<file path="src/rtl/core/bdc_pkg.sv">
// shared types, constants and arithmetic helpers of the b-dot detumble controller
package bdc_pkg;

  localparam int FIELD_W   = 24;
  localparam int RATE_W    = 24;
  localparam int STEP_W    = 20;
  localparam int GAIN_W    = 32;
  localparam int WEIGHT_W  = 17;
  localparam int LIMIT_W   = 15;
  localparam int MOMENT_W  = 16;
  localparam int WFRAC     = 16;
  localparam int RATE_FRAC = 20;
  localparam int GAIN_FRAC = 24;
  localparam int BN_W      = 16;
  localparam int SHIFT_W   = 4;
  localparam int DOT_W     = 50;
  localparam int N2_W      = 32;

  localparam int MA_W   = 64;
  localparam int MB_W   = 32;
  localparam int MCNT_W = 5;
  localparam int PROD_W = MA_W + MB_W;
  localparam int SP_W   = PROD_W + 1;
  localparam int ACC_W  = SP_W + 1;
  localparam int DVD_W  = 66;
  localparam int DSR_W  = 32;
  localparam int DCNT_W = 7;
  localparam int M_W    = 35;
  localparam int S_W    = 32;

  localparam int IN_W  = 168;
  localparam int OUT_W = 48;

  localparam logic [WEIGHT_W-1:0] WEIGHT_ONE   = WEIGHT_W'(1 << WFRAC);
  localparam logic [MB_W-1:0]     USEC_PER_SEC = MB_W'(1000000);

  localparam logic [GAIN_W-1:0]   GAIN_RST   = GAIN_W'(16777216);
  localparam logic [WEIGHT_W-1:0] FILTER_RST = WEIGHT_W'(52429);
  localparam logic [WEIGHT_W-1:0] FUSION_RST = WEIGHT_W'(32768);
  localparam logic [LIMIT_W-1:0]  LIMIT_RST  = LIMIT_W'(32767);

  typedef enum logic [1:0] {
    REG_GAIN, REG_FILTER, REG_FUSION, REG_LIMIT
  } cfg_reg_t;

  typedef enum logic [3:0] {
    S_IDLE, S_MUL_DIFF, S_DIV_DERIV, S_FILT_A, S_FILT_B, S_GYRO_A, S_GYRO_B,
    S_BLEND_A, S_BLEND_B, S_MOMENT, S_NORM, S_DOT, S_NORM2, S_PROJ_MUL,
    S_PROJ_DIV, S_DONE
  } state_t;

  typedef struct packed {
    logic            start;
    logic [MA_W-1:0] a;
    logic [MB_W-1:0] b;
    logic            neg;
  } mul_req_t;

  typedef struct packed {
    logic             start;
    logic [DVD_W-1:0] dividend;
    logic [DSR_W-1:0] divisor;
  } div_req_t;

  function automatic logic [ACC_W-1:0] mag_of(input logic signed [ACC_W-1:0] v);
    return v[ACC_W-1] ? ACC_W'(-v) : ACC_W'(v);
  endfunction

  function automatic logic signed [S_W-1:0] sat32(input logic signed [ACC_W-1:0] v);
    logic fits;
    fits = (&v[ACC_W-1:S_W-1]) || !(|v[ACC_W-1:S_W-1]);
    if (fits) return v[S_W-1:0];
    return v[ACC_W-1] ? {1'b1, {(S_W-1){1'b0}}} : {1'b0, {(S_W-1){1'b1}}};
  endfunction

  function automatic logic signed [S_W-1:0] satm(input logic signed [ACC_W-1:0] v);
    logic signed [S_W-1:0] s;
    s = sat32(v);
    if (s == {1'b1, {(S_W-1){1'b0}}}) return {1'b1, {(S_W-2){1'b0}}, 1'b1};
    return s;
  endfunction

  function automatic logic [MOMENT_W-1:0] clamp(input logic signed [M_W-1:0] v,
                                                input logic [LIMIT_W-1:0] lim);
    logic signed [M_W-1:0] hi;
    logic signed [M_W-1:0] lo;
    hi = $signed(M_W'(lim));
    lo = -hi;
    if (v > hi) return MOMENT_W'(hi);
    if (v < lo) return MOMENT_W'(lo);
    return MOMENT_W'(v);
  endfunction

endpackage

</file>
<file path="src/rtl/core/bdc_mul.sv">
// bit-serial shift-add multiplier, sign-magnitude operands, one multiplier bit per cycle
module bdc_mul import bdc_pkg::*; (
  input  logic                   clk,
  input  logic                   rst_n,
  input  mul_req_t               req,
  output logic                   done,
  output logic signed [SP_W-1:0] prod
);

  logic              busy_r, busy_nxt;
  logic              done_r, done_nxt;
  logic [MCNT_W-1:0] cnt_r, cnt_nxt;
  logic [PROD_W-1:0] acc_r, acc_nxt;
  logic [MA_W-1:0]   a_r, a_nxt;
  logic [MB_W-1:0]   b_r, b_nxt;
  logic              neg_r, neg_nxt;
  logic [MA_W:0]     hi;

  always_comb begin
    busy_nxt = busy_r;
    done_nxt = 1'b0;
    cnt_nxt  = cnt_r;
    acc_nxt  = acc_r;
    a_nxt    = a_r;
    b_nxt    = b_r;
    neg_nxt  = neg_r;
    hi = {1'b0, acc_r[PROD_W-1:MB_W]} + (b_r[0] ? {1'b0, a_r} : '0);
    if (req.start) begin
      busy_nxt = 1'b1;
      cnt_nxt  = '0;
      acc_nxt  = '0;
      a_nxt    = req.a;
      b_nxt    = req.b;
      neg_nxt  = req.neg;
    end else if (busy_r) begin
      acc_nxt = {hi, acc_r[MB_W-1:1]};
      b_nxt   = b_r >> 1;
      cnt_nxt = cnt_r + 1'b1;
      if (cnt_r == MCNT_W'(MB_W - 1)) begin
        busy_nxt = 1'b0;
        done_nxt = 1'b1;
      end
    end
  end

  always_ff @(posedge clk) begin
    if (!rst_n) begin
      busy_r <= 1'b0;
      done_r <= 1'b0;
    end else begin
      busy_r <= busy_nxt;
      done_r <= done_nxt;
    end
  end

  always_ff @(posedge clk) begin
    cnt_r <= cnt_nxt;
    acc_r <= acc_nxt;
    a_r   <= a_nxt;
    b_r   <= b_nxt;
    neg_r <= neg_nxt;
  end

  assign done = done_r;
  assign prod = neg_r ? -$signed({1'b0, acc_r}) : $signed({1'b0, acc_r});

endmodule

</file>
<file path="src/rtl/core/bdc_div.sv">
// restoring divider for unsigned magnitudes, one quotient bit per cycle
module bdc_div import bdc_pkg::*; (
  input  logic             clk,
  input  logic             rst_n,
  input  div_req_t         req,
  output logic             done,
  output logic [DVD_W-1:0] quot
);

  logic              busy_r, busy_nxt;
  logic              done_r, done_nxt;
  logic [DCNT_W-1:0] cnt_r, cnt_nxt;
  logic [DVD_W-1:0]  dvd_r, dvd_nxt;
  logic [DSR_W-1:0]  dsr_r, dsr_nxt;
  logic [DSR_W-1:0]  rem_r, rem_nxt;
  logic [DSR_W:0]    cat;
  logic              qbit;

  always_comb begin
    busy_nxt = busy_r;
    done_nxt = 1'b0;
    cnt_nxt  = cnt_r;
    dvd_nxt  = dvd_r;
    dsr_nxt  = dsr_r;
    rem_nxt  = rem_r;
    cat  = {rem_r, dvd_r[DVD_W-1]};
    qbit = cat >= {1'b0, dsr_r};
    if (req.start) begin
      busy_nxt = 1'b1;
      cnt_nxt  = '0;
      dvd_nxt  = req.dividend;
      dsr_nxt  = req.divisor;
      rem_nxt  = '0;
    end else if (busy_r) begin
      rem_nxt = qbit ? DSR_W'(cat - {1'b0, dsr_r}) : DSR_W'(cat);
      dvd_nxt = {dvd_r[DVD_W-2:0], qbit};
      cnt_nxt = cnt_r + 1'b1;
      if (cnt_r == DCNT_W'(DVD_W - 1)) begin
        busy_nxt = 1'b0;
        done_nxt = 1'b1;
      end
    end
  end

  always_ff @(posedge clk) begin
    if (!rst_n) begin
      busy_r <= 1'b0;
      done_r <= 1'b0;
    end else begin
      busy_r <= busy_nxt;
      done_r <= done_nxt;
    end
  end

  always_ff @(posedge clk) begin
    cnt_r <= cnt_nxt;
    dvd_r <= dvd_nxt;
    dsr_r <= dsr_nxt;
    rem_r <= rem_nxt;
  end

  assign done = done_r;
  assign quot = dvd_r;

endmodule

</file>
<file path="src/rtl/core/bdot_detumble_controller.sv">
// top level of the b-dot detumble controller: sequencer, state and channels
//
// in_*  : one request per magnetometer sample (field, gyro rate, step time).
// out_* : one commanded moment per request; out_tuser flags a priming sample.
// cfg_* : register writes (gain, filter weight, fusion weight, moment limit),
//         always ready, to be written only while the block is idle.
// A priming request (stored field all zero) goes from acceptance straight to
// the final step, which moves its result into the output register. A full
// request runs one shared bit-serial multiplier and one serial divider:
// 8 products and one quotient per axis, then, for a nonzero field, a field
// normalize and 6 products for the dot and norm terms, then, if the norm is
// nonzero, a product and a quotient per axis for the projection. One
// request is processed at a time.
// in_tready is high only while idle. A finished result moves to the output
// register; while a stalled receiver still holds that register the block waits
// in its last step and takes no new request until the register frees.
// Reset (rst_n low, synchronous) loads the register defaults, clears the
// stored field and filtered derivative and empties the output register.
module bdot_detumble_controller import bdc_pkg::*; (
  input  logic             clk,
  input  logic             rst_n,
  input  logic             in_tvalid,
  output logic             in_tready,
  // field_x, field_y, field_z, rate_x, rate_y, rate_z, step_time, zero pad
  input  logic [IN_W-1:0]  in_tdata,
  output logic             out_tvalid,
  input  logic             out_tready,
  // moment_x, moment_y, moment_z
  output logic [OUT_W-1:0] out_tdata,
  // priming
  output logic [0:0]       out_tuser,
  input  logic             cfg_valid,
  output logic             cfg_ready,
  input  logic [1:0]       cfg_index,
  input  logic [31:0]      cfg_data
);

  state_t state_r, state_nxt;

  logic [GAIN_W-1:0]   gain_r;
  logic [WEIGHT_W-1:0] fw_r, uw_r;
  logic [LIMIT_W-1:0]  lim_r;

  logic signed [FIELD_W-1:0] b_r [3], b_nxt [3];
  logic signed [RATE_W-1:0]  w_r [3], w_nxt [3];
  logic signed [FIELD_W-1:0] prev_r [3], prev_nxt [3];
  logic signed [S_W-1:0]     f_r [3], f_nxt [3];
  logic signed [M_W-1:0]     m_r [3], m_nxt [3];
  logic signed [BN_W-1:0]    bn_r [3], bn_nxt [3];
  logic [STEP_W-1:0]         dt_r, dt_nxt;
  logic [1:0]                ax_r, ax_nxt;
  logic [SHIFT_W-1:0]        s_r, s_nxt;
  logic                      iss_r, iss_nxt;
  logic                      prime_r, prime_nxt;
  logic signed [ACC_W-1:0]   acc_r, acc_nxt;
  logic signed [S_W-1:0]     d_r, d_nxt;
  logic signed [S_W-1:0]     gy_r, gy_nxt;
  logic signed [S_W-1:0]     bl_r, bl_nxt;
  logic signed [DOT_W-1:0]   dot_r, dot_nxt;
  logic [N2_W-1:0]           n2_r, n2_nxt;
  logic                      ov_r, ov_nxt;
  logic [OUT_W-1:0]          od_r, od_nxt;
  logic                      ou_r, ou_nxt;

  mul_req_t                mreq;
  div_req_t                dreq;
  logic                    mul_done, div_done;
  logic signed [SP_W-1:0]  mul_prod;
  logic [DVD_W-1:0]        div_quot;
  logic signed [ACC_W-1:0] p_ext, q_s;
  logic [WEIGHT_W-1:0]     fa, fa_c, fb, fb_c;

  bdc_mul u_mul (.clk(clk), .rst_n(rst_n), .req(mreq), .done(mul_done), .prod(mul_prod));
  bdc_div u_div (.clk(clk), .rst_n(rst_n), .req(dreq), .done(div_done), .quot(div_quot));

  assign p_ext = ACC_W'(mul_prod);
  assign q_s   = acc_r[ACC_W-1] ? -$signed(ACC_W'(div_quot)) : $signed(ACC_W'(div_quot));
  assign fa    = (fw_r > WEIGHT_ONE) ? WEIGHT_ONE : fw_r;
  assign fb    = (uw_r > WEIGHT_ONE) ? WEIGHT_ONE : uw_r;
  assign fa_c  = WEIGHT_ONE - fa;
  assign fb_c  = WEIGHT_ONE - fb;

  assign in_tready  = (state_r == S_IDLE);
  assign cfg_ready  = 1'b1;
  assign out_tvalid = ov_r;
  assign out_tdata  = od_r;
  assign out_tuser  = ou_r;

  always_comb begin
    logic signed [ACC_W-1:0]   diff;
    logic signed [ACC_W-1:0]   sum;
    logic signed [M_W-1:0]     mnew;
    logic signed [FIELD_W-1:0] cand [3];
    logic                      fits;
    logic                      b_nz;
    logic                      advance;

    state_nxt = state_r;
    b_nxt     = b_r;
    w_nxt     = w_r;
    prev_nxt  = prev_r;
    f_nxt     = f_r;
    m_nxt     = m_r;
    bn_nxt    = bn_r;
    dt_nxt    = dt_r;
    ax_nxt    = ax_r;
    s_nxt     = s_r;
    iss_nxt   = iss_r;
    prime_nxt = prime_r;
    acc_nxt   = acc_r;
    d_nxt     = d_r;
    gy_nxt    = gy_r;
    bl_nxt    = bl_r;
    dot_nxt   = dot_r;
    n2_nxt    = n2_r;
    ov_nxt    = ov_r;
    od_nxt    = od_r;
    ou_nxt    = ou_r;
    mreq      = '0;
    dreq      = '0;
    diff      = '0;
    sum       = '0;
    mnew      = '0;
    fits      = 1'b1;
    advance   = 1'b0;
    b_nz      = (b_r[0] != '0) || (b_r[1] != '0) || (b_r[2] != '0);
    for (int i = 0; i < 3; i++) begin
      cand[i] = b_r[i] >>> s_r;
      if (!((&cand[i][FIELD_W-1:BN_W-1]) || !(|cand[i][FIELD_W-1:BN_W-1]))) fits = 1'b0;
    end

    if (ov_r && out_tready) ov_nxt = 1'b0;

    unique case (state_r)
      S_IDLE: begin
        if (in_tvalid) begin
          b_nxt[0] = $signed(in_tdata[23:0]);
          b_nxt[1] = $signed(in_tdata[47:24]);
          b_nxt[2] = $signed(in_tdata[71:48]);
          w_nxt[0] = $signed(in_tdata[95:72]);
          w_nxt[1] = $signed(in_tdata[119:96]);
          w_nxt[2] = $signed(in_tdata[143:120]);
          dt_nxt   = (in_tdata[163:144] == '0) ? STEP_W'(1) : in_tdata[163:144];
          ax_nxt   = '0;
          iss_nxt  = 1'b0;
          if (prev_r[0] == '0 && prev_r[1] == '0 && prev_r[2] == '0) begin
            prime_nxt = 1'b1;
            for (int i = 0; i < 3; i++) m_nxt[i] = '0;
            state_nxt = S_DONE;
          end else begin
            prime_nxt = 1'b0;
            state_nxt = S_MUL_DIFF;
          end
        end
      end
      S_MUL_DIFF: begin
        diff = ACC_W'(b_r[0]) - ACC_W'(prev_r[0]);
        mreq = '{start: !iss_r, a: MA_W'(mag_of(diff)), b: USEC_PER_SEC,
                 neg: diff[ACC_W-1]};
        if (mul_done) begin
          acc_nxt   = p_ext;
          state_nxt = S_DIV_DERIV;
        end
      end
      S_DIV_DERIV: begin
        dreq = '{start: !iss_r, dividend: DVD_W'(mag_of(acc_r)),
                 divisor: DSR_W'(dt_r)};
        if (div_done) begin
          d_nxt     = sat32(q_s);
          state_nxt = S_FILT_A;
        end
      end
      S_FILT_A: begin
        mreq = '{start: !iss_r, a: MA_W'(mag_of(ACC_W'(d_r))), b: MB_W'(fa_c),
                 neg: d_r[S_W-1]};
        if (mul_done) begin
          acc_nxt   = p_ext;
          state_nxt = S_FILT_B;
        end
      end
      S_FILT_B: begin
        mreq = '{start: !iss_r, a: MA_W'(mag_of(ACC_W'(f_r[0]))), b: MB_W'(fa),
                 neg: f_r[0][S_W-1]};
        if (mul_done) begin
          sum       = acc_r + p_ext;
          f_nxt[0]  = sat32(sum >>> WFRAC);
          state_nxt = S_GYRO_A;
        end
      end
      S_GYRO_A: begin
        mreq = '{start: !iss_r, a: MA_W'(mag_of(ACC_W'(b_r[1]))),
                 b: MB_W'(mag_of(ACC_W'(w_r[2]))),
                 neg: b_r[1][FIELD_W-1] ^ w_r[2][RATE_W-1]};
        if (mul_done) begin
          acc_nxt   = p_ext;
          state_nxt = S_GYRO_B;
        end
      end
      S_GYRO_B: begin
        mreq = '{start: !iss_r, a: MA_W'(mag_of(ACC_W'(b_r[2]))),
                 b: MB_W'(mag_of(ACC_W'(w_r[1]))),
                 neg: b_r[2][FIELD_W-1] ^ w_r[1][RATE_W-1]};
        if (mul_done) begin
          sum       = acc_r - p_ext;
          gy_nxt    = sat32(sum >>> RATE_FRAC);
          state_nxt = S_BLEND_A;
        end
      end
      S_BLEND_A: begin
        mreq = '{start: !iss_r, a: MA_W'(mag_of(ACC_W'(gy_r))), b: MB_W'(fb_c),
                 neg: gy_r[S_W-1]};
        if (mul_done) begin
          acc_nxt   = p_ext;
          state_nxt = S_BLEND_B;
        end
      end
      S_BLEND_B: begin
        mreq = '{start: !iss_r, a: MA_W'(mag_of(ACC_W'(f_r[0]))), b: MB_W'(fb),
                 neg: f_r[0][S_W-1]};
        if (mul_done) begin
          sum       = acc_r + p_ext;
          bl_nxt    = sat32(sum >>> WFRAC);
          state_nxt = S_MOMENT;
        end
      end
      S_MOMENT: begin
        mreq = '{start: !iss_r, a: MA_W'(gain_r), b: MB_W'(mag_of(ACC_W'(bl_r))),
                 neg: bl_r[S_W-1]};
        if (mul_done) begin
          sum  = -p_ext;
          mnew = M_W'(satm(sum >>> GAIN_FRAC));
          // rotate so the next axis sits in slot zero
          for (int i = 0; i < 2; i++) begin
            b_nxt[i]    = b_r[i+1];
            w_nxt[i]    = w_r[i+1];
            prev_nxt[i] = prev_r[i+1];
            f_nxt[i]    = f_r[i+1];
            m_nxt[i]    = m_r[i+1];
          end
          b_nxt[2]    = b_r[0];
          w_nxt[2]    = w_r[0];
          prev_nxt[2] = prev_r[0];
          f_nxt[2]    = f_r[0];
          m_nxt[2]    = mnew;
          if (ax_r == 2'd2) begin
            ax_nxt    = '0;
            s_nxt     = '0;
            state_nxt = b_nz ? S_NORM : S_DONE;
          end else begin
            ax_nxt    = ax_r + 1'b1;
            state_nxt = S_MUL_DIFF;
          end
        end
      end
      S_NORM: begin
        if (fits) begin
          for (int i = 0; i < 3; i++) bn_nxt[i] = BN_W'(cand[i]);
          acc_nxt   = '0;
          state_nxt = S_DOT;
        end else begin
          s_nxt = s_r + 1'b1;
        end
      end
      S_DOT: begin
        mreq = '{start: !iss_r, a: MA_W'(mag_of(ACC_W'(m_r[0]))),
                 b: MB_W'(mag_of(ACC_W'(bn_r[0]))),
                 neg: m_r[0][M_W-1] ^ bn_r[0][BN_W-1]};
        if (mul_done) begin
          sum     = acc_r + p_ext;
          acc_nxt = sum;
          advance = 1'b1;
          for (int i = 0; i < 2; i++) m_nxt[i] = m_r[i+1];
          m_nxt[2] = m_r[0];
          if (ax_r == 2'd2) begin
            dot_nxt   = DOT_W'(sum);
            acc_nxt   = '0;
            ax_nxt    = '0;
            state_nxt = S_NORM2;
          end else begin
            ax_nxt = ax_r + 1'b1;
          end
        end
      end
      S_NORM2: begin
        mreq = '{start: !iss_r, a: MA_W'(mag_of(ACC_W'(bn_r[0]))),
                 b: MB_W'(mag_of(ACC_W'(bn_r[0]))), neg: 1'b0};
        if (mul_done) begin
          sum     = acc_r + p_ext;
          acc_nxt = sum;
          advance = 1'b1;
          if (ax_r == 2'd2) begin
            n2_nxt    = N2_W'(sum);
            ax_nxt    = '0;
            state_nxt = (N2_W'(sum) == '0) ? S_DONE : S_PROJ_MUL;
          end else begin
            ax_nxt = ax_r + 1'b1;
          end
        end
      end
      S_PROJ_MUL: begin
        mreq = '{start: !iss_r, a: MA_W'(mag_of(ACC_W'(dot_r))),
                 b: MB_W'(mag_of(ACC_W'(bn_r[0]))),
                 neg: dot_r[DOT_W-1] ^ bn_r[0][BN_W-1]};
        if (mul_done) begin
          acc_nxt   = p_ext;
          state_nxt = S_PROJ_DIV;
        end
      end
      S_PROJ_DIV: begin
        dreq = '{start: !iss_r, dividend: DVD_W'(mag_of(acc_r)), divisor: n2_r};
        if (div_done) begin
          mnew    = m_r[0] - M_W'(q_s);
          advance = 1'b1;
          for (int i = 0; i < 2; i++) m_nxt[i] = m_r[i+1];
          m_nxt[2] = mnew;
          if (ax_r == 2'd2) begin
            ax_nxt    = '0;
            state_nxt = S_DONE;
          end else begin
            ax_nxt    = ax_r + 1'b1;
            state_nxt = S_PROJ_MUL;
          end
        end
      end
      S_DONE: begin
        if (!ov_r || out_tready) begin
          ov_nxt    = 1'b1;
          od_nxt    = {clamp(m_r[2], lim_r), clamp(m_r[1], lim_r), clamp(m_r[0], lim_r)};
          ou_nxt    = prime_r;
          prev_nxt  = b_r;
          state_nxt = S_IDLE;
        end
      end
      default: state_nxt = S_IDLE;
    endcase

    if (advance) begin
      for (int i = 0; i < 2; i++) bn_nxt[i] = bn_r[i+1];
      bn_nxt[2] = bn_r[0];
    end
    if (mreq.start || dreq.start) iss_nxt = 1'b1;
    if (mul_done || div_done) iss_nxt = 1'b0;
  end

  always_ff @(posedge clk) begin
    if (!rst_n) begin
      state_r <= S_IDLE;
    end else begin
      state_r <= state_nxt;
    end
  end

  always_ff @(posedge clk) begin
    if (!rst_n) begin
      iss_r <= 1'b0;
      ov_r  <= 1'b0;
      for (int i = 0; i < 3; i++) begin
        prev_r[i] <= '0;
        f_r[i]    <= '0;
      end
    end else begin
      iss_r  <= iss_nxt;
      ov_r   <= ov_nxt;
      prev_r <= prev_nxt;
      f_r    <= f_nxt;
    end
  end

  always_ff @(posedge clk) begin
    if (!rst_n) begin
      gain_r <= GAIN_RST;
      fw_r   <= FILTER_RST;
      uw_r   <= FUSION_RST;
      lim_r  <= LIMIT_RST;
    end else if (cfg_valid) begin
      unique case (cfg_reg_t'(cfg_index))
        REG_GAIN:   gain_r <= cfg_data[GAIN_W-1:0];
        REG_FILTER: fw_r   <= cfg_data[WEIGHT_W-1:0];
        REG_FUSION: uw_r   <= cfg_data[WEIGHT_W-1:0];
        REG_LIMIT:  lim_r  <= cfg_data[LIMIT_W-1:0];
        default:    gain_r <= gain_r;
      endcase
    end
  end

  always_ff @(posedge clk) begin
    b_r     <= b_nxt;
    w_r     <= w_nxt;
    m_r     <= m_nxt;
    bn_r    <= bn_nxt;
    dt_r    <= dt_nxt;
    ax_r    <= ax_nxt;
    s_r     <= s_nxt;
    prime_r <= prime_nxt;
    acc_r   <= acc_nxt;
    d_r     <= d_nxt;
    gy_r    <= gy_nxt;
    bl_r    <= bl_nxt;
    dot_r   <= dot_nxt;
    n2_r    <= n2_nxt;
    od_r    <= od_nxt;
    ou_r    <= ou_nxt;
  end

  a_prime_zero: assert property (@(posedge clk) disable iff (!rst_n)
    out_tvalid && out_tuser[0] |-> out_tdata == '0)
    else $error("priming result carries a nonzero moment");

  a_accept_busy: assert property (@(posedge clk) disable iff (!rst_n)
    in_tvalid && in_tready |=> !in_tready)
    else $error("request accepted while a request is in progress");

  a_div_state: assert property (@(posedge clk) disable iff (!rst_n)
    div_done |-> (state_r == S_DIV_DERIV || state_r == S_PROJ_DIV))
    else $error("divider finished outside a divide step");

  a_one_unit: assert property (@(posedge clk) disable iff (!rst_n)
    !(mreq.start && dreq.start))
    else $error("multiplier and divider started together");

endmodule

</file>
<file path="config.mk">
export PLATFORM = sky130hd
export DESIGN_NAME = bdot_detumble_controller
export DESIGN_NICKNAME = d
export VERILOG_FILES = /design/src/rtl/core/bdc_pkg.sv /design/src/rtl/core/bdc_mul.sv /design/src/rtl/core/bdc_div.sv /design/src/rtl/core/bdot_detumble_controller.sv
export SDC_FILE = /design/constraint.sdc
export NUM_CORES = 2
export LEC_CHECK = 0
export BUFFER_PORTS_ARGS = -buffer_cell sky130_fd_sc_hd__buf_2
export CORE_UTILIZATION = 46
export DETAILED_ROUTE_END_ITERATION = 8
export PLACE_DENSITY = 0.66
export SLEW_MARGIN = 20
export SYNTH_ARGS = -nofsm -noshare
export SYNTH_HDL_FRONTEND = slang
export SYNTH_SLANG_ARGS = --single-unit
</file>
<file path="constraint.sdc">
create_clock -name clk -period 11.45 [get_ports clk]
set_input_delay 0 -clock clk [delete_from_list [all_inputs] [get_ports clk]]
set_output_delay 0 -clock clk [all_outputs]
set_load 0.02 [all_outputs]
</file>
Word-level counts from Yosys, hierarchy flattened

Index checks and enable logic that the tools add are counted.

$add $sub $neg: 29
Order comparisons: 9
Equality and inequality tests: 45
Shift-type cells: 3
Muxes and demuxes: 172
Bitwise logic cells: 7
Reductions and logical operators: 89

Operators by type and width:

| kind                                                       | number |
|---|---|
| 98-bit one-hot mux with 11 select lines                    | 1 |
| 32-bit two-way mux                                         | 24 |
| 64-bit two-way mux                                         | 10 |
| 98-bit two-way mux                                         | 6 |
| 105-bit two-way mux                                        | 5 |
| 72-bit two-way mux                                         | 6 |
| 72-bit one-hot mux with 2 select lines                     | 3 |
| 105-bit one-hot mux with 4 select lines                    | 1 |
| 98-bit one-hot mux with 4 select lines                     | 1 |
| 66-bit two-way mux                                         | 3 |
| 99-bit one-hot mux with 2 select lines                     | 1 |
| 16-bit two-way mux                                         | 12 |
| 32-bit negation with 64-bit output                         | 3 |
| 48-bit two-way mux                                         | 3 |
| 24-bit negation with 64-bit output                         | 2 |
| 35-bit by 16-bit greater-than comparator with 1-bit output | 3 |
| 35-bit < comparator                                        | 3 |
| 98-bit by 97-bit adder with 98-bit output                  | 1 |
| 66-bit negation with 98-bit output                         | 1 |
| 97-bit negation with 98-bit output                         | 1 |
| 98-bit by 97-bit subtractor with 98-bit output             | 1 |
| 97-bit two-way mux                                         | 1 |
| 96-bit negation with 97-bit output                         | 1 |
| 96-bit two-way mux                                         | 1 |
| other kinds (74)                                           | 260 |

Register bits: 1,243
Input bits: 207

Logic depth before layout (Yosys ltp)

Depth after elaboration: 19
Depth in mapped cells: 32
Gate-level depth less buffers: 28

Cells and area by module

From an unflattened synthesis, not the netlist that was laid out.

Cell total of the unflattened synthesis: 10,930
Area, all modules: 93,495.9 µm²

By module, submodules not included:

| module                   | times used | cells each | area an instance (µm²) | seq. area each (µm²) |
|---|---|---|---|---|
| bdot_detumble_controller | 1          | 8,766      | 72,634.7               | 24,593.6 |
| bdc_mul                  | 1          | 1,455      | 13,324.0               | 4,974.8 |
| bdc_div                  | 1          | 709        | 7,537.2                | 3,763.6 |

Worst setup path before layout

No wires, ideal clock.

Path type: reg-to-reg
From: register s_r[1]
To: register acc_r[0], enable pin
Arrival: 9.640 ns
Required time: 10.760 ns
Slack: 1.120 ns
Cell stages (with the launch flop): 15
Clock period less this slack: 10.330 ns
Path through: edfxtp_1 -> buf_1 -> clkbuf_1 -> buf_1 -> mux2i_1 -> a21oi_1 -> nand2_1 -> o21ai_0 -> nor3_1 -> nand4_1 -> o21ai_0 -> nand2_1 -> o21ai_0 -> a32oi_1 -> o21ai_0

Cells in the longest elaborated chain, start to end: 9
Elaborated cells between the ends (all ways): 20
Classes of those cells: eq/ne: 1; shift: 3; mux: 3; reduce/logical: 13

RTL lines:

| item                                           | line                            | RTL |
|---|---|---|
| start, declared                                | bdot_detumble_controller.sv:52  | `logic [SHIFT_W-1:0] s_r, s_nxt;` |
| start signal, assigned                         | bdot_detumble_controller.sv:393 | `s_r <= s_nxt;` |
| 24-bit by 4-bit >>> shifter with 24-bit output | bdot_detumble_controller.sv:128 | `cand[i] = b_r[i] >>> s_r;` |
| 9-bit OR reduction                             | bdot_detumble_controller.sv:129 | `if (!((&cand[i][FIELD_W-1:BN_W-1]) \|\| !(\|cand[i][FIELD_W-1:BN_W-1]))) fits = 1'b0;` |
| 1-bit zero test                                | bdot_detumble_controller.sv:129 |  |
| 1-bit logical OR                               | bdot_detumble_controller.sv:129 |  |
| 1-bit two-way mux (2 in series)                | bdot_detumble_controller.sv:129 |  |
| 1-bit two-way mux *                            | bdot_detumble_controller.sv:129 |  |
| 2-bit inequality test (no line) *              | -                               |  |
| 5-bit AND reduction (no line) *                | -                               |  |
| end signal, assigned                           | bdot_detumble_controller.sv:395 | `acc_r <= acc_nxt;` |
| end, declared                                  | bdot_detumble_controller.sv:55  | `logic signed [ACC_W-1:0] acc_r, acc_nxt;` |

Mark *: on every way between the ends. The rest lies on a longest branch, timed or not.
A chain may end at the register's enable or synchronous reset.

Worst setup path in the final report

From: register u_mul.acc_r[0]
To: register f_r[73] (netlist name)

Cells in the longest elaborated chain, start to end: 12
Elaborated cells between the ends (all ways): 15
Classes of those cells: add/sub: 2; mux: 9; reduce/logical: 4

RTL lines:

| item                                        | line                            | RTL |
|---|---|---|
| start, declared                             | bdc_mul.sv:13                   | `logic [PROD_W-1:0] acc_r, acc_nxt;` |
| start signal, assigned                      | bdc_mul.sv:58                   | `acc_r <= acc_nxt;` |
| 96-bit negation with 97-bit output          | bdc_mul.sv:65                   | `assign prod = neg_r ? -$signed({1'b0, acc_r}) : $signed({1'b0, acc_r});` |
| 97-bit two-way mux *                        | bdc_mul.sv:65                   |  |
| 98-bit by 97-bit adder with 98-bit output * | bdot_detumble_controller.sv:185 | `sum = acc_r + p_ext;` |
| 51-bit OR reduction                         | bdc_pkg.sv:71                   | `fits = (&v[ACC_W-1:S_W-1]) \|\| !(\|v[ACC_W-1:S_W-1]);` |
| 1-bit zero test                             | bdc_pkg.sv:71                   |  |
| 1-bit logical OR                            | bdc_pkg.sv:71                   |  |
| 1-bit two-way mux                           | bdc_pkg.sv:72                   | `if (fits) return v[S_W-1:0];` |
| 1-bit two-way mux                           | bdot_detumble_controller.sv:184 | `if (mul_done) begin` |
| 1-bit two-way mux                           | bdot_detumble_controller.sv:134 | `unique case (state_r)` |
| 32-bit two-way mux *                        | bdc_pkg.sv:73                   | `return v[ACC_W-1] ? {1'b1, {(S_W-1){1'b0}}} : {1'b0, {(S_W-1){1'b1}}};` |
| 32-bit two-way mux *                        | bdot_detumble_controller.sv:184 |  |
| 32-bit one-hot mux with 2 select lines *    | bdot_detumble_controller.sv:134 |  |
| end signal, assigned                        | bdot_detumble_controller.sv:365 | `f_r <= f_nxt;` |
| end, declared                               | bdot_detumble_controller.sv:47  | `logic signed [S_W-1:0] f_r [3], f_nxt [3];` |

Mark *: on every way between the ends. The rest lies on a longest branch, timed or not. The select of a mux whose other input is x is not followed.

==> summary.txt <==
Commonest cells post-synth: 1478 x nand2_1, 844 x edfxtp_1, 736 x a21oi_1
gp weighted congestion: 1.08
Avg Cell Area, Syn: 8.55 µm²
synthesized instance count: 10743
Area contributors post-synth: edfxtp_1 28%, dfxtp_1 8.7%, ha_1 7.1%
Lkg Pwr: 40.9 nW
Vias: 89121
Vias/cell: 6.42
power density cells: 287 nW/µm²
I/O Buffers: 253
Final HPWL DP: 280000 µm
Highest Clock Rate: 97.2 MHz
largest net degree at the start of global routing: 177
total track usage: 35.9%
Worst-path clk slew: 0.06 ns
FILL cells: 17995
Max Buffers Root-to-Sink: 3
Final Skew: 0.0687 ns
CP arrival: 10.96 ns
multi-input logic area: 54700 µm²
warnings from Yosys: 0
CP peak stage delay: 0.75 ns
maxcap violations: 0
Util after Layout: 53.0%
Rows: 163
register area: 33300 µm²
ys flop type: edfxtp_1
NumNets Final: 11828
fin. max-slew vios: 0
Yosys top cell by area: edfxtp_1
Synth async-reset ratio: 0%
Distinct cells, synth: 107
final period utilization: 89.8%
Setup CP Type: flip-flop to flip-flop
initial antenna violation count: 30
Die Wd: 449 µm
setup violators final: 0
Layout area overhead: 14.1%
DRT iter0 DRCs: 11554
layout cells sized above 1: 8.10%
Hold Crit Class: primary input to flip-flop
CTS HTree Levels: 4
worst path required time: 12.12 ns
clk sinks: 1243
Core Area: 198000 µm²
Skew-Pair Late Insertion Delay: 0.87 ns
sequential-to-total area share from yosys stat: 36.3%
Crit Path Max Fanout: 19
DR DRC count: 0
Slowest-stage cell, CP: nor4_1
die height: 449 µm
RSZ-0062 raised after global routing: no
top-area cell type share of the netlist area: 27.6%
Tmin final: 10.29 ns
post-cts sizing count: 0
EDFF count, synth: 844
number of synthesized register bits: 1243
first-pass GRT wire length: 547000 µm
CP startpoint kind: flip-flop
DR pass1 iterations: 9
Setup crit end kind: flip-flop
Initial Utilization: 46.5%
vias in the first global route: 83142
final antenna-violating net count: 0
CTS tree: yes
I/O pin count: 259
actual slew at the worst max-slew pin: 1.30 ns
maximum vdd drop: 0.240 mV
most frequent CP cell: nor4_1
DIE AREA: 202000 µm²
top-count cell post-synth: nand2_1
routed wire length: 379000 µm
DR WL/cell: 27.3 µm
root buf cell: clkbuf_16
Fin. Hold Viols: 0
CTS Buf Count: 147
status: finished, final reports clean
sum of negative setup slack: 0 ns
Rel. slew slack: 12.7%
GRT overflow: 0
cell area after synthesis: 91900 µm²
## registers in the layout, indices dropped and copies added, names as in the netlist, 15 cells and up
| signal | flops |
|---|---|
| fw_r | 17 |
| bn_r | 48 |
| dt_r | 20 |
| bl_r | 32 |
| prev_r | 72 |
| u_mul.a_r | 64 |
| u_div.quot | 66 |
| w_r | 72 |
| u_div.rem_r | 32 |
| f_r | 96 |
| n2_r | 32 |
| uw_r | 17 |
| u_mul.b_r | 32 |
| u_div.dsr_r | 32 |
| b_r | 72 |
| m_r | 105 |
| gy_r | 32 |
| acc_r | 98 |
| gain_r | 32 |
| dot_r | 50 |
| lim_r | 15 |
| d_r | 32 |
| out_tdata | 48 |
| u_mul.acc_r | 96 |
## cell usage in the layout, fill, tap and decap left out, types with 106 or more instances in the layout
master,n
a211oi_1,151
a21oi_1,734
and2_1,106
and3_1,149
buf_2,253
buf_4,206
clkbuf_16,149
dfxtp_1,397
dlygate4sd3_1,378
edfxtp_1,844
ha_1,518
inv_1,432
mux2i_1,254
nand2_1,1476
nand2b_1,127
nand3_1,223
nand4_1,138
nor2_1,700
nor2b_1,112
nor3_1,203
nor4_1,159
o21ai_0,725
o22ai_1,181
o31ai_1,171
or4_1,109
xnor2_1,460
xor2_1,430
## through the flow
| stage | hold slack (ns) | cell area [µm²] | setup WS [ns] | power, W | cells |
|---|---|---|---|---|---|
| 3_3_place_gp | 0.194 | 95900 | 1.36 | 0.0240 | 13211 |
| 3_5_place_dp | 0.196 | 95900 | 1.19 | 0.0242 | 13211 |
| 4_1_cts | 0.000499 | 105000 | 1.18 | 0.0294 | 13862 |
| 2_1_floorplan | 0.124 | 91900 | 1.12 | 0.0180 | 10756 |
| 6_report | 0.0298 | 105000 | 1.16 | 0.0301 | 13880 |
| 5_1_grt | 0.0161 | 105000 | 0.597 | 0.0313 | 13871 |
## timing repair
item                       CTS  global route
hold buffers               378             0
hold endpoints to repair   266             0
setup endpoints to repair    0             0
buffers inserted             0             0
## cell type report
class | count | area share (%)
Inverter | 450 | 1.62
Clock inverter | 96 | 1.16
Timing Repair Buffer | 839 | 6.32
Tap cell | 2640 | 3.15
Antenna cell | 18 | 0.0430
Multi-Input combinational cell | 8417 | 52.2
Sequential cell | 1243 | 31.8
Clock buffer | 177 | 3.71
## routing by layer
metal  track usage (%)  part of all wire (%)  vias to the layer above
met1              45.0                    39                    42961
met4              23.4                   7.5                       10
met2              56.2                    44                     4965
met3              7.36                   9.5                     1212
li1                  -                     -                    39973
met5                 0                 0.014                        -
## critical path, delay by kind of cell, from the launching register on
family / cells / cell delay (ns)
and+or+nand+nor: 13 / 4.70
xor gates and xnor gates: 1 / 0.41
buffers and inverters: 3 / 0.50
DFF: 1 / 0.38
AOI/OAI and AO/OA: 8 / 3.15
adders and majority gates: 2 / 0.94
## cells by family after synthesis
logic type / Yosys count / share of synthesized area [%]
and+or+nand+nor: 3810 / 20.0
AOI/OAI and AO/OA: 2876 / 19.9
DFF: 1243 / 36.3
buffers and inverters: 1096 / 4.55
xor gates and xnor gates: 897 / 8.58
adders and majority gates: 523 / 7.16
muxes: 296 / 3.55
other: 2 / 0.00817
## where the power goes
part           leakage (nW)  internal, W  total [W]  switching, W
Combinational          27.4      0.00550     0.0176        0.0121
Sequential             11.1      0.00627    0.00746       0.00119
Clock                  2.46      0.00283    0.00504       0.00221
## worst paths after layout
check             depth (start not counted)      startpoint  slack (ns)   endpoint
setup / recovery                         27  u_mul.acc_r[0]        1.16    f_r[73]
setup reg to reg                         27  u_mul.acc_r[0]        1.16    f_r[73]
hold / removal                            4    in_tdata[59]        0.03    b_r[11]
hold reg to reg                           0         prime_r        0.42  out_tuser
Note: power is estimated with default switching activity, not from simulation.
